[config.mk]
export PLATFORM = sky130hd
export DESIGN_NAME = battery_gauge_with_low_cutoff_flat
export DESIGN_NICKNAME = d
export VERILOG_FILES = /design/src/sv/bglc_pkg.sv /design/src/sv/bglc_if.sv /design/src/sv/battery_gauge_with_low_cutoff.sv /design/src/flat_wrapper.sv
export SDC_FILE = /design/constraint.sdc
export NUM_CORES = 1
export LEC_CHECK = 0
export BUFFER_PORTS_ARGS = -buffer_cell sky130_fd_sc_hd__buf_2
export CORE_UTILIZATION = 60
export DETAILED_ROUTE_END_ITERATION = 16
export GPL_TIMING_DRIVEN = 0
export PLACE_DENSITY = 0.78
export SETUP_SLACK_MARGIN = 0.4
export SYNTH_ARGS = -nofsm -noshare
export SYNTH_HDL_FRONTEND = slang
export SYNTH_SLANG_ARGS = --single-unit
[constraint.sdc]
create_clock -name clk -period 11.6 [get_ports clk]
set_clock_uncertainty 0.1 [all_clocks]
set_input_delay 1.16 -clock clk [delete_from_list [all_inputs] [get_ports clk]]
set_output_delay 1.16 -clock clk [all_outputs]
set_load 0.02 [all_outputs]
[src/sv/bglc_pkg.sv]
`timescale 1ns / 1ps

package bglc_pkg;

    localparam int SAMPLE_W = 12;
    localparam int SUM_W = 16;
    localparam int AVG_W = 12;
    localparam int PCT_W = 7;
    localparam int CFG_IDX_W = 2;
    localparam int CFG_DATA_W = 12;

    typedef enum logic [CFG_IDX_W-1:0] {
        CFG_LOW_THRESHOLD = 2'd0,
        CFG_CUTOFF_EN     = 2'd1
    } cfg_idx_t;

    localparam int GAUGE_POINTS = 6;
    localparam int GAUGE_SEGS = GAUGE_POINTS - 1;
    localparam int SEG_W = 3;
    localparam int OFS_W = 7;
    localparam int SCALED_W = 12;
    localparam int GAUGE_SHIFT = 19;
    localparam int GAUGE_MUL_W = 15;
    localparam int GAUGE_PROD_W = SCALED_W + GAUGE_MUL_W;
    localparam int Q_W = 5;

    localparam logic [PCT_W-1:0] GAUGE_STEP = 7'd20;
    localparam logic [PCT_W-1:0] GAUGE_FULL = 7'd100;

    localparam int A0 = 2951;
    localparam int A1 = 3019;
    localparam int A2 = 3037;
    localparam int A3 = 3091;
    localparam int A4 = 3124;
    localparam int A5 = 3231;

    localparam logic [AVG_W-1:0] GAUGE_ADC [GAUGE_POINTS] = '{
        AVG_W'(A0), AVG_W'(A1), AVG_W'(A2), AVG_W'(A3), AVG_W'(A4), AVG_W'(A5)
    };

    // ceil(2^19 / span), exact floor division for products below 2^12
    localparam logic [GAUGE_MUL_W-1:0] GAUGE_MUL [GAUGE_SEGS] = '{
        GAUGE_MUL_W'((2**GAUGE_SHIFT + (A1 - A0) - 1) / (A1 - A0)),
        GAUGE_MUL_W'((2**GAUGE_SHIFT + (A2 - A1) - 1) / (A2 - A1)),
        GAUGE_MUL_W'((2**GAUGE_SHIFT + (A3 - A2) - 1) / (A3 - A2)),
        GAUGE_MUL_W'((2**GAUGE_SHIFT + (A4 - A3) - 1) / (A4 - A3)),
        GAUGE_MUL_W'((2**GAUGE_SHIFT + (A5 - A4) - 1) / (A5 - A4))
    };

endpackage

[src/sv/bglc_if.sv]
`timescale 1ns / 1ps

interface bglc_in_if
    import bglc_pkg::*;
();
    logic                valid;
    logic                ready;
    logic [SAMPLE_W-1:0] sample;
    logic                charging;

    modport source (output valid, output sample, output charging, input ready);
    modport sink (input valid, input sample, input charging, output ready);
endinterface

interface bglc_out_if
    import bglc_pkg::*;
();
    logic             valid;
    logic             ready;
    logic [AVG_W-1:0] average;
    logic [PCT_W-1:0] percent;
    logic             was_charging;
    logic             power_off;

    modport source (output valid, output average, output percent, output was_charging,
                    output power_off, input ready);
    modport sink (input valid, input average, input percent, input was_charging,
                  input power_off, output ready);
endinterface

interface bglc_cfg_if
    import bglc_pkg::*;
();
    logic                  valid;
    logic                  ready;
    logic [CFG_IDX_W-1:0]  index;
    logic [CFG_DATA_W-1:0] data;

    modport source (output valid, output index, output data, input ready);
    modport sink (input valid, input index, input data, output ready);
endinterface

[src/sv/battery_gauge_with_low_cutoff.sv]
`timescale 1ns / 1ps
// Channel   Dir  Payload                                    Transaction
// samples   in   sample[11:0], charging                     valid & ready
// results   out  average[11:0], percent[6:0], was_charging, valid & ready
//                power_off
// cfg       in   index[1:0], data[11:0]                     valid & ready
//
// One sample per cycle while samples.ready is high; after the batch's last sample a result
// passes the batch register, divide-by-batch multiply and interpolation multiply in that order.
// rst_n clears the batch accumulator, pipeline valids and both registers.
// results.ready low stalls the pipeline; samples.ready drops only when all stages are full.
// cfg is always ready.

module battery_gauge_with_low_cutoff
    import bglc_pkg::*;
#(
    parameter int SAMPLES_PER_READING = 10
) (
    input  logic         clk,
    input  logic         rst_n,
    bglc_in_if.sink      samples,
    bglc_out_if.source   results,
    bglc_cfg_if.sink     cfg
);

    localparam int CntW = (SAMPLES_PER_READING > 1) ? $clog2(SAMPLES_PER_READING) : 1;
    localparam logic [CntW-1:0] LastCnt = CntW'(SAMPLES_PER_READING - 1);
    localparam int DivShift = SUM_W + $clog2(SAMPLES_PER_READING);
    localparam int DivMulW = DivShift + 1;
    localparam int DivProdW = SUM_W + DivMulW;
    localparam logic [DivMulW-1:0] DivMul =
        DivMulW'((2**DivShift + SAMPLES_PER_READING - 1) / SAMPLES_PER_READING);

    logic [AVG_W-1:0] threshold_reg;
    logic             cutoff_en_reg;

    logic [SUM_W-1:0] sum_reg, sum_next;
    logic [CntW-1:0]  cnt_reg, cnt_next;
    logic             latch_reg, latch_next;

    logic             s1_v_reg, s1_v_next;
    logic [SUM_W-1:0] s1_sum_reg;
    logic             s1_chg_reg;

    logic             s2_v_reg, s2_v_next;
    logic [AVG_W-1:0] s2_avg_reg;
    logic             s2_chg_reg;

    logic             out_v_reg, out_v_next;
    logic [AVG_W-1:0] out_avg_reg;
    logic [PCT_W-1:0] out_pct_reg;
    logic             out_chg_reg;
    logic             out_off_reg;

    logic out_free, s2_free, s1_free;
    logic in_acc, batch_done, cur_latch;

    logic [DivProdW-1:0] div_prod;

    logic [SEG_W-1:0]        seg;
    logic [OFS_W-1:0]        ofs;
    logic [SCALED_W-1:0]     scaled;
    logic [GAUGE_PROD_W-1:0] q_prod;
    logic [PCT_W-1:0]        pct;
    logic                    off;

    assign out_free = !out_v_reg || results.ready;
    assign s2_free  = !s2_v_reg || out_free;
    assign s1_free  = !s1_v_reg || s2_free;

    assign samples.ready = s1_free;
    assign cfg.ready     = 1'b1;

    assign in_acc     = samples.valid && samples.ready;
    assign batch_done = in_acc && (cnt_reg == LastCnt);
    assign cur_latch  = (cnt_reg == '0) ? samples.charging : latch_reg;

    always_comb
    begin
        sum_next   = sum_reg;
        cnt_next   = cnt_reg;
        latch_next = latch_reg;
        if (in_acc)
        begin
            latch_next = cur_latch;
            if (batch_done)
            begin
                sum_next = '0;
                cnt_next = '0;
            end
            else
            begin
                sum_next = sum_reg + SUM_W'(samples.sample);
                cnt_next = cnt_reg + 1'b1;
            end
        end
    end

    assign s1_v_next  = batch_done || (s1_v_reg && !s2_free);
    assign s2_v_next  = (s1_v_reg && s2_free) || (s2_v_reg && !out_free);
    assign out_v_next = (s2_v_reg && out_free) || (out_v_reg && !results.ready);

    assign div_prod = DivProdW'(s1_sum_reg) * DivProdW'(DivMul);

    always_comb
    begin
        seg = '0;
        for (int i = 1; i < GAUGE_SEGS; i++)
        begin
            if (s2_avg_reg >= GAUGE_ADC[i])
            begin
                seg = SEG_W'(i);
            end
        end
    end

    assign ofs    = OFS_W'(s2_avg_reg - GAUGE_ADC[seg]);
    assign scaled = SCALED_W'(ofs) * SCALED_W'(GAUGE_STEP);
    assign q_prod = GAUGE_PROD_W'(scaled) * GAUGE_PROD_W'(GAUGE_MUL[seg]);

    always_comb
    begin
        if (s2_avg_reg < GAUGE_ADC[0])
        begin
            pct = '0;
        end
        else if (s2_avg_reg >= GAUGE_ADC[GAUGE_POINTS-1])
        begin
            pct = GAUGE_FULL;
        end
        else
        begin
            pct = PCT_W'(seg) * GAUGE_STEP + PCT_W'(q_prod[GAUGE_SHIFT +: Q_W]);
        end
    end

    assign off = !s2_chg_reg && cutoff_en_reg && (s2_avg_reg < threshold_reg);

    always_ff @(posedge clk or negedge rst_n)
    begin
        if (!rst_n)
        begin
            threshold_reg <= '0;
            cutoff_en_reg <= 1'b0;
            sum_reg       <= '0;
            cnt_reg       <= '0;
            latch_reg     <= 1'b0;
            s1_v_reg      <= 1'b0;
            s2_v_reg      <= 1'b0;
            out_v_reg     <= 1'b0;
        end
        else
        begin
            if (cfg.valid && cfg.ready)
            begin
                unique case (cfg.index)
                    CFG_LOW_THRESHOLD: threshold_reg <= AVG_W'(cfg.data);
                    CFG_CUTOFF_EN:     cutoff_en_reg <= cfg.data[0];
                    default:           ;
                endcase
            end
            sum_reg   <= sum_next;
            cnt_reg   <= cnt_next;
            latch_reg <= latch_next;
            s1_v_reg  <= s1_v_next;
            s2_v_reg  <= s2_v_next;
            out_v_reg <= out_v_next;
        end
    end

    always_ff @(posedge clk)
    begin
        if (batch_done)
        begin
            s1_sum_reg <= sum_reg + SUM_W'(samples.sample);
            s1_chg_reg <= cur_latch;
        end
        if (s1_v_reg && s2_free)
        begin
            s2_avg_reg <= div_prod[DivShift +: AVG_W];
            s2_chg_reg <= s1_chg_reg;
        end
        if (s2_v_reg && out_free)
        begin
            out_avg_reg <= s2_avg_reg;
            out_pct_reg <= pct;
            out_chg_reg <= s2_chg_reg;
            out_off_reg <= off;
        end
    end

    assign results.valid        = out_v_reg;
    assign results.average      = out_avg_reg;
    assign results.percent      = out_pct_reg;
    assign results.was_charging = out_chg_reg;
    assign results.power_off    = out_off_reg;

`ifndef ASSERT_OFF
    a_pct_range: assert property (@(posedge clk) disable iff (!rst_n)
        results.valid |-> (results.percent <= GAUGE_FULL))
        else $error("percent above full scale");

    a_off_rule: assert property (@(posedge clk) disable iff (!rst_n)
        (results.valid && results.power_off) |-> (!results.was_charging && cutoff_en_reg))
        else $error("power_off raised while charging or cutoff disabled");

    a_full_top: assert property (@(posedge clk) disable iff (!rst_n)
        (results.valid && (results.average >= GAUGE_ADC[GAUGE_POINTS-1]))
            |-> (results.percent == GAUGE_FULL))
        else $error("percent not full above last breakpoint");

    a_cnt_range: assert property (@(posedge clk) disable iff (!rst_n)
        cnt_reg <= LastCnt)
        else $error("sample count beyond batch size");
`endif

endmodule

[src/flat_wrapper.sv]
// flat-port wrapper written by rule: the top's interface ports become plain ports
module battery_gauge_with_low_cutoff_flat import bglc_pkg::*;
#(
    parameter int SAMPLES_PER_READING = 10
)
  (clk, rst_n, samples_valid, samples_sample, samples_charging, samples_ready, results_valid, results_average, results_percent, results_was_charging, results_power_off, results_ready, cfg_valid, cfg_index, cfg_data, cfg_ready);
  bglc_in_if samples_i ();
  bglc_out_if results_i ();
  bglc_cfg_if cfg_i ();
  input  logic clk;
  input  logic rst_n;
  input wire logic [$bits(samples_i.valid)-1:0] samples_valid;
  input wire logic [$bits(samples_i.sample)-1:0] samples_sample;
  input wire logic [$bits(samples_i.charging)-1:0] samples_charging;
  output wire logic [$bits(samples_i.ready)-1:0] samples_ready;
  output wire logic [$bits(results_i.valid)-1:0] results_valid;
  output wire logic [$bits(results_i.average)-1:0] results_average;
  output wire logic [$bits(results_i.percent)-1:0] results_percent;
  output wire logic [$bits(results_i.was_charging)-1:0] results_was_charging;
  output wire logic [$bits(results_i.power_off)-1:0] results_power_off;
  input wire logic [$bits(results_i.ready)-1:0] results_ready;
  input wire logic [$bits(cfg_i.valid)-1:0] cfg_valid;
  input wire logic [$bits(cfg_i.index)-1:0] cfg_index;
  input wire logic [$bits(cfg_i.data)-1:0] cfg_data;
  output wire logic [$bits(cfg_i.ready)-1:0] cfg_ready;
  assign samples_i.valid = samples_valid;
  assign samples_i.sample = samples_sample;
  assign samples_i.charging = samples_charging;
  assign samples_ready = samples_i.ready;
  assign results_valid = results_i.valid;
  assign results_average = results_i.average;
  assign results_percent = results_i.percent;
  assign results_was_charging = results_i.was_charging;
  assign results_power_off = results_i.power_off;
  assign results_i.ready = results_ready;
  assign cfg_i.valid = cfg_valid;
  assign cfg_i.index = cfg_index;
  assign cfg_i.data = cfg_data;
  assign cfg_ready = cfg_i.ready;
  battery_gauge_with_low_cutoff #(.SAMPLES_PER_READING(SAMPLES_PER_READING)) u_core (.clk(clk), .rst_n(rst_n), .samples(samples_i), .results(results_i), .cfg(cfg_i));
endmodule
==> flow_results.org <==
** Status
- Run status :: finished, final reports clean

** Clocking
- After clock tree synthesis, the clock-pin slew on the worst setup and hold paths is 0.06 ns.
- The clock drives 88 sinks.
- Clock Latency Late Sink :: 0.33 ns
- Total of hold buffers inserted after clock tree synthesis :: 0
- TritonCTS built the clock tree.
- Counting the buffers created by CTS gives 9.
- The clock passes through at most 2 buffers.
- CTS built an H-tree with a depth of 3.
- In this run the clock root is driven by a clkbuf_16.

** Global routing
- Wire length of the first global-routing pass :: 46,800 um
- The number of antenna violations at the first check in global routing is 0.
- Total track usage :: 26.9%
- Vias in the first global route :: 10,000
- Largest net degree at the start of global routing :: 38
- Total overflow reported by the global router :: 0

** Cells and area
- The filler cells instantiated in the layout total 1,537.
- Final cell utilization of the core :: 67.6%
- Layout cell share with drive strength beyond 1 :: 10.9%
- Leaving out fill and tap cells, the most frequent cells in the layout are inv_1 (303), ha_1 (215), fa_1 (184).
- Post-layout nets :: 1,846
- Syn-to-layout area delta :: 10.1%
- Most common cell after layout, fill and taps aside :: inv_1
- Non-filler instance count after layout :: 1,691
- Number of diodes :: 0

** Placement
- Input and output buffers added on the ports amount to 54.
- Routability Congestion :: 0.958
- DP HPWL :: 22,900 um
- Counting tap cells, the placed design contains a total of 1,642 instances.

** Yosys
- Count of cell types in the netlist :: 68
- Yosys mapped a number of flops with a built-in enable equal to 51.
- Counting every instance in the synthesized netlist gives 1,313.
- Synthesis inferred 88 register bits.
- Net count after synthesis :: 1,748
- Area of the mapped netlist :: 13,000 um^2
- Counting flops with an async set or reset pin after synthesis yields a share of 42.0%.
- Predominant post-synthesis flop cell :: edfxtp_1
- Of the synthesized area, sequential elements account for 18.9%.
- Average cell area after synthesis :: 9.90 um^2
- During synthesis, Yosys emitted a total of 0 warnings.

** Die
- Die area :: 22,300 um^2
- In this run the standard cell core region covers 21,200 um^2.
- IO Count :: 56
- Die Y :: 149 um
- Die Wd :: 149 um
- The initialized floorplan defines 53 standard-cell rows.
- Once the floorplan was initialized, standard cells occupied 61.5% of the core.

** Route
- In this run, the number of DRC markers left after iteration 0 of detailed routing was 451.
- The detail route stage leaves a number of antenna-violating nets equal to 0.
- The routed design has 28,000 um of wire.
- Via density per instance :: 5.59
- In the routed design, unresolved DRC markers number 0.
- 1st-pass router iterations :: 5
- After detailed routing, the average wire length per cell comes to 16.6 um.
- Total via count after detailed routing :: 9,448

** Timing
- Slew @ Worst Pin :: 0.947 ns
- Final worst path period share :: 93.4%
- Setup repair after global routing left no endpoint under its margin.
- Total setup violations reported at the end of the flow :: 0
- Derived from the worst setup path, the maximum achievable clock frequency is 92.3 MHz.
- Max-slew violation total from the final report :: 0
- Final min period :: 10.83 ns
- Final hold violation count :: 0
- In this run the tightest slew margin relative to its limit is 36.9%.

** Worst setup path
- Category of the worst setup path launch point :: flop
- Largest incremental delay on the critical path :: 0.59 ns
- In this design, the critical path's most frequently occurring cell is fa_1.
- In this run the worst path has a maximum fanout of 9.
- Worst-path cell with the longest stage delay :: or4_1
- Arr. time, crit path :: 10.90 ns
- The worst setup path is of the reg -> reg kind.
- For the worst setup path, the data required time is 11.67 ns.
- STA classifies the critical path endpoint as a flop.

** Job
- Max_cap viols :: 0

** Min path
- In this run the worst hold path is classified as reg -> reg.
cell families (layout without fill, tap and decap cells):
family	Yosys count	in the layout	share of synthesized area [%]
flip-flops	88	88	18.9
buffers and inverters	322	425	9.34
multiplexers	6	6	0.510
XOR/XNOR	49	49	3.46
adder cells (fa/ha/maj)	403	403	49.4
other	1	1	0.0288
AND/OR/NAND/NOR	288	288	10.2
AO/OA/AOI/OAI	156	156	8.19
layout make-up:
class                   instances  area, um^2  share of cell area (%)
clock buffers                  14         285                    1.99
clock inverters                 2        12.5                  0.0874
repair buffers                 87         518                    3.62
flip-flops and latches         88        2460                    17.2
inverters                     309        1170                    8.17
well taps                     275         344                    2.40
plain buffers                  13        53.8                   0.376
multi-input cells             903        9470                    66.2
worst max-delay path, delay by kind of cell, from the launching register on:
| family | cells | cell delay (ns) |
|---|---|---|
| DFF | 1 | 0.54 |
| AOI/OAI and AO/OA | 13 | 2.23 |
| buffers and inverters | 8 | 0.70 |
| and+or+nand+nor | 10 | 1.91 |
| adders and majority gates | 12 | 4.64 |
| xor gates and xnor gates | 3 | 0.55 |
path summary, 6_finish.rpt:
kind / from / end / slack (ns) / cells after the start
min in group asynchronous: rst_n / u_core.threshold_reg[7] / 0.84 / 1
setup / recovery: u_core.s2_avg_reg[5] / u_core.results.percent[6] / 0.77 / 46
hold reg to reg: u_core.s1_chg_reg / u_core.s2_chg_reg / 0.34 / 0
setup reg to reg: u_core.s2_avg_reg[5] / u_core.results.percent[6] / 0.77 / 46
hold / removal: u_core.s1_chg_reg / u_core.s2_chg_reg / 0.34 / 0
max in group asynchronous: rst_n / u_core.sum_reg[3] / 10.02 / 1
timing repair:
item                                   4_1_cts  5_1_grt
resized for setup                           23       11
gates cloned                                 0        0
pin swaps                                    4        6
setup endpoints to repair                    7        5
setup buffers                               15       18
endpoints found under the hold margin        0        0
through the flow:
step | hold WS [ns] | TNS, ns | instance area (um^2) | setup slack [ns]
floorplan | 0.300 | 0 | 13000 | 0.995
global placement | 0.333 | -2.71 | 13600 | -0.674
detailed placement | 0.337 | -3.68 | 13600 | -0.846
CTS | 0.338 | 0 | 14100 | 0.433
global route | 0.353 | 0 | 14300 | 0.305
finish | 0.336 | 0 | 14300 | 0.770
synthesized netlist by cell type, types with 4 or more instances:
master | count | area (um^2)
xor2_1 | 10 | 87.6
o21bai_1 | 4 | 30.0
dfrtp_1 | 37 | 926
clkbuf_1 | 12 | 45.0
fa_1 | 184 | 3680
and3_1 | 7 | 43.8
o21a_1 | 6 | 45.0
a21oi_1 | 38 | 190
nor2_1 | 89 | 334
edfxtp_1 | 51 | 1530
or2_2 | 7 | 43.8
a22o_1 | 8 | 70.1
mux2_2 | 5 | 56.3
ha_1 | 219 | 2740
nand2b_1 | 13 | 81.3
nand2_1 | 107 | 402
xnor2_1 | 37 | 324
nand3_1 | 15 | 75.1
o211ai_1 | 7 | 52.6
and2_1 | 10 | 62.6
inv_1 | 304 | 1140
nor3_1 | 8 | 40.0
a211oi_1 | 7 | 52.6
nor2b_1 | 8 | 50.1
or3_1 | 4 | 25.0
a21o_1 | 17 | 128
o21ai_0 | 39 | 195
routing by layer:
metal / vias to the layer above / wire length [um] / GRT usage (%)
met2: 334 / 13600 / 45.9
met1: 4655 / 12000 / 35.6
met5: - / 0 / 0
li1: 4396 / - / -
met4: 0 / 680 / 7.60
met3: 63 / 1750 / 3.98
Power is left out: the tool's default activity adds up to more than one toggle a clock period on the data nets, which glitch-free logic cannot reach.
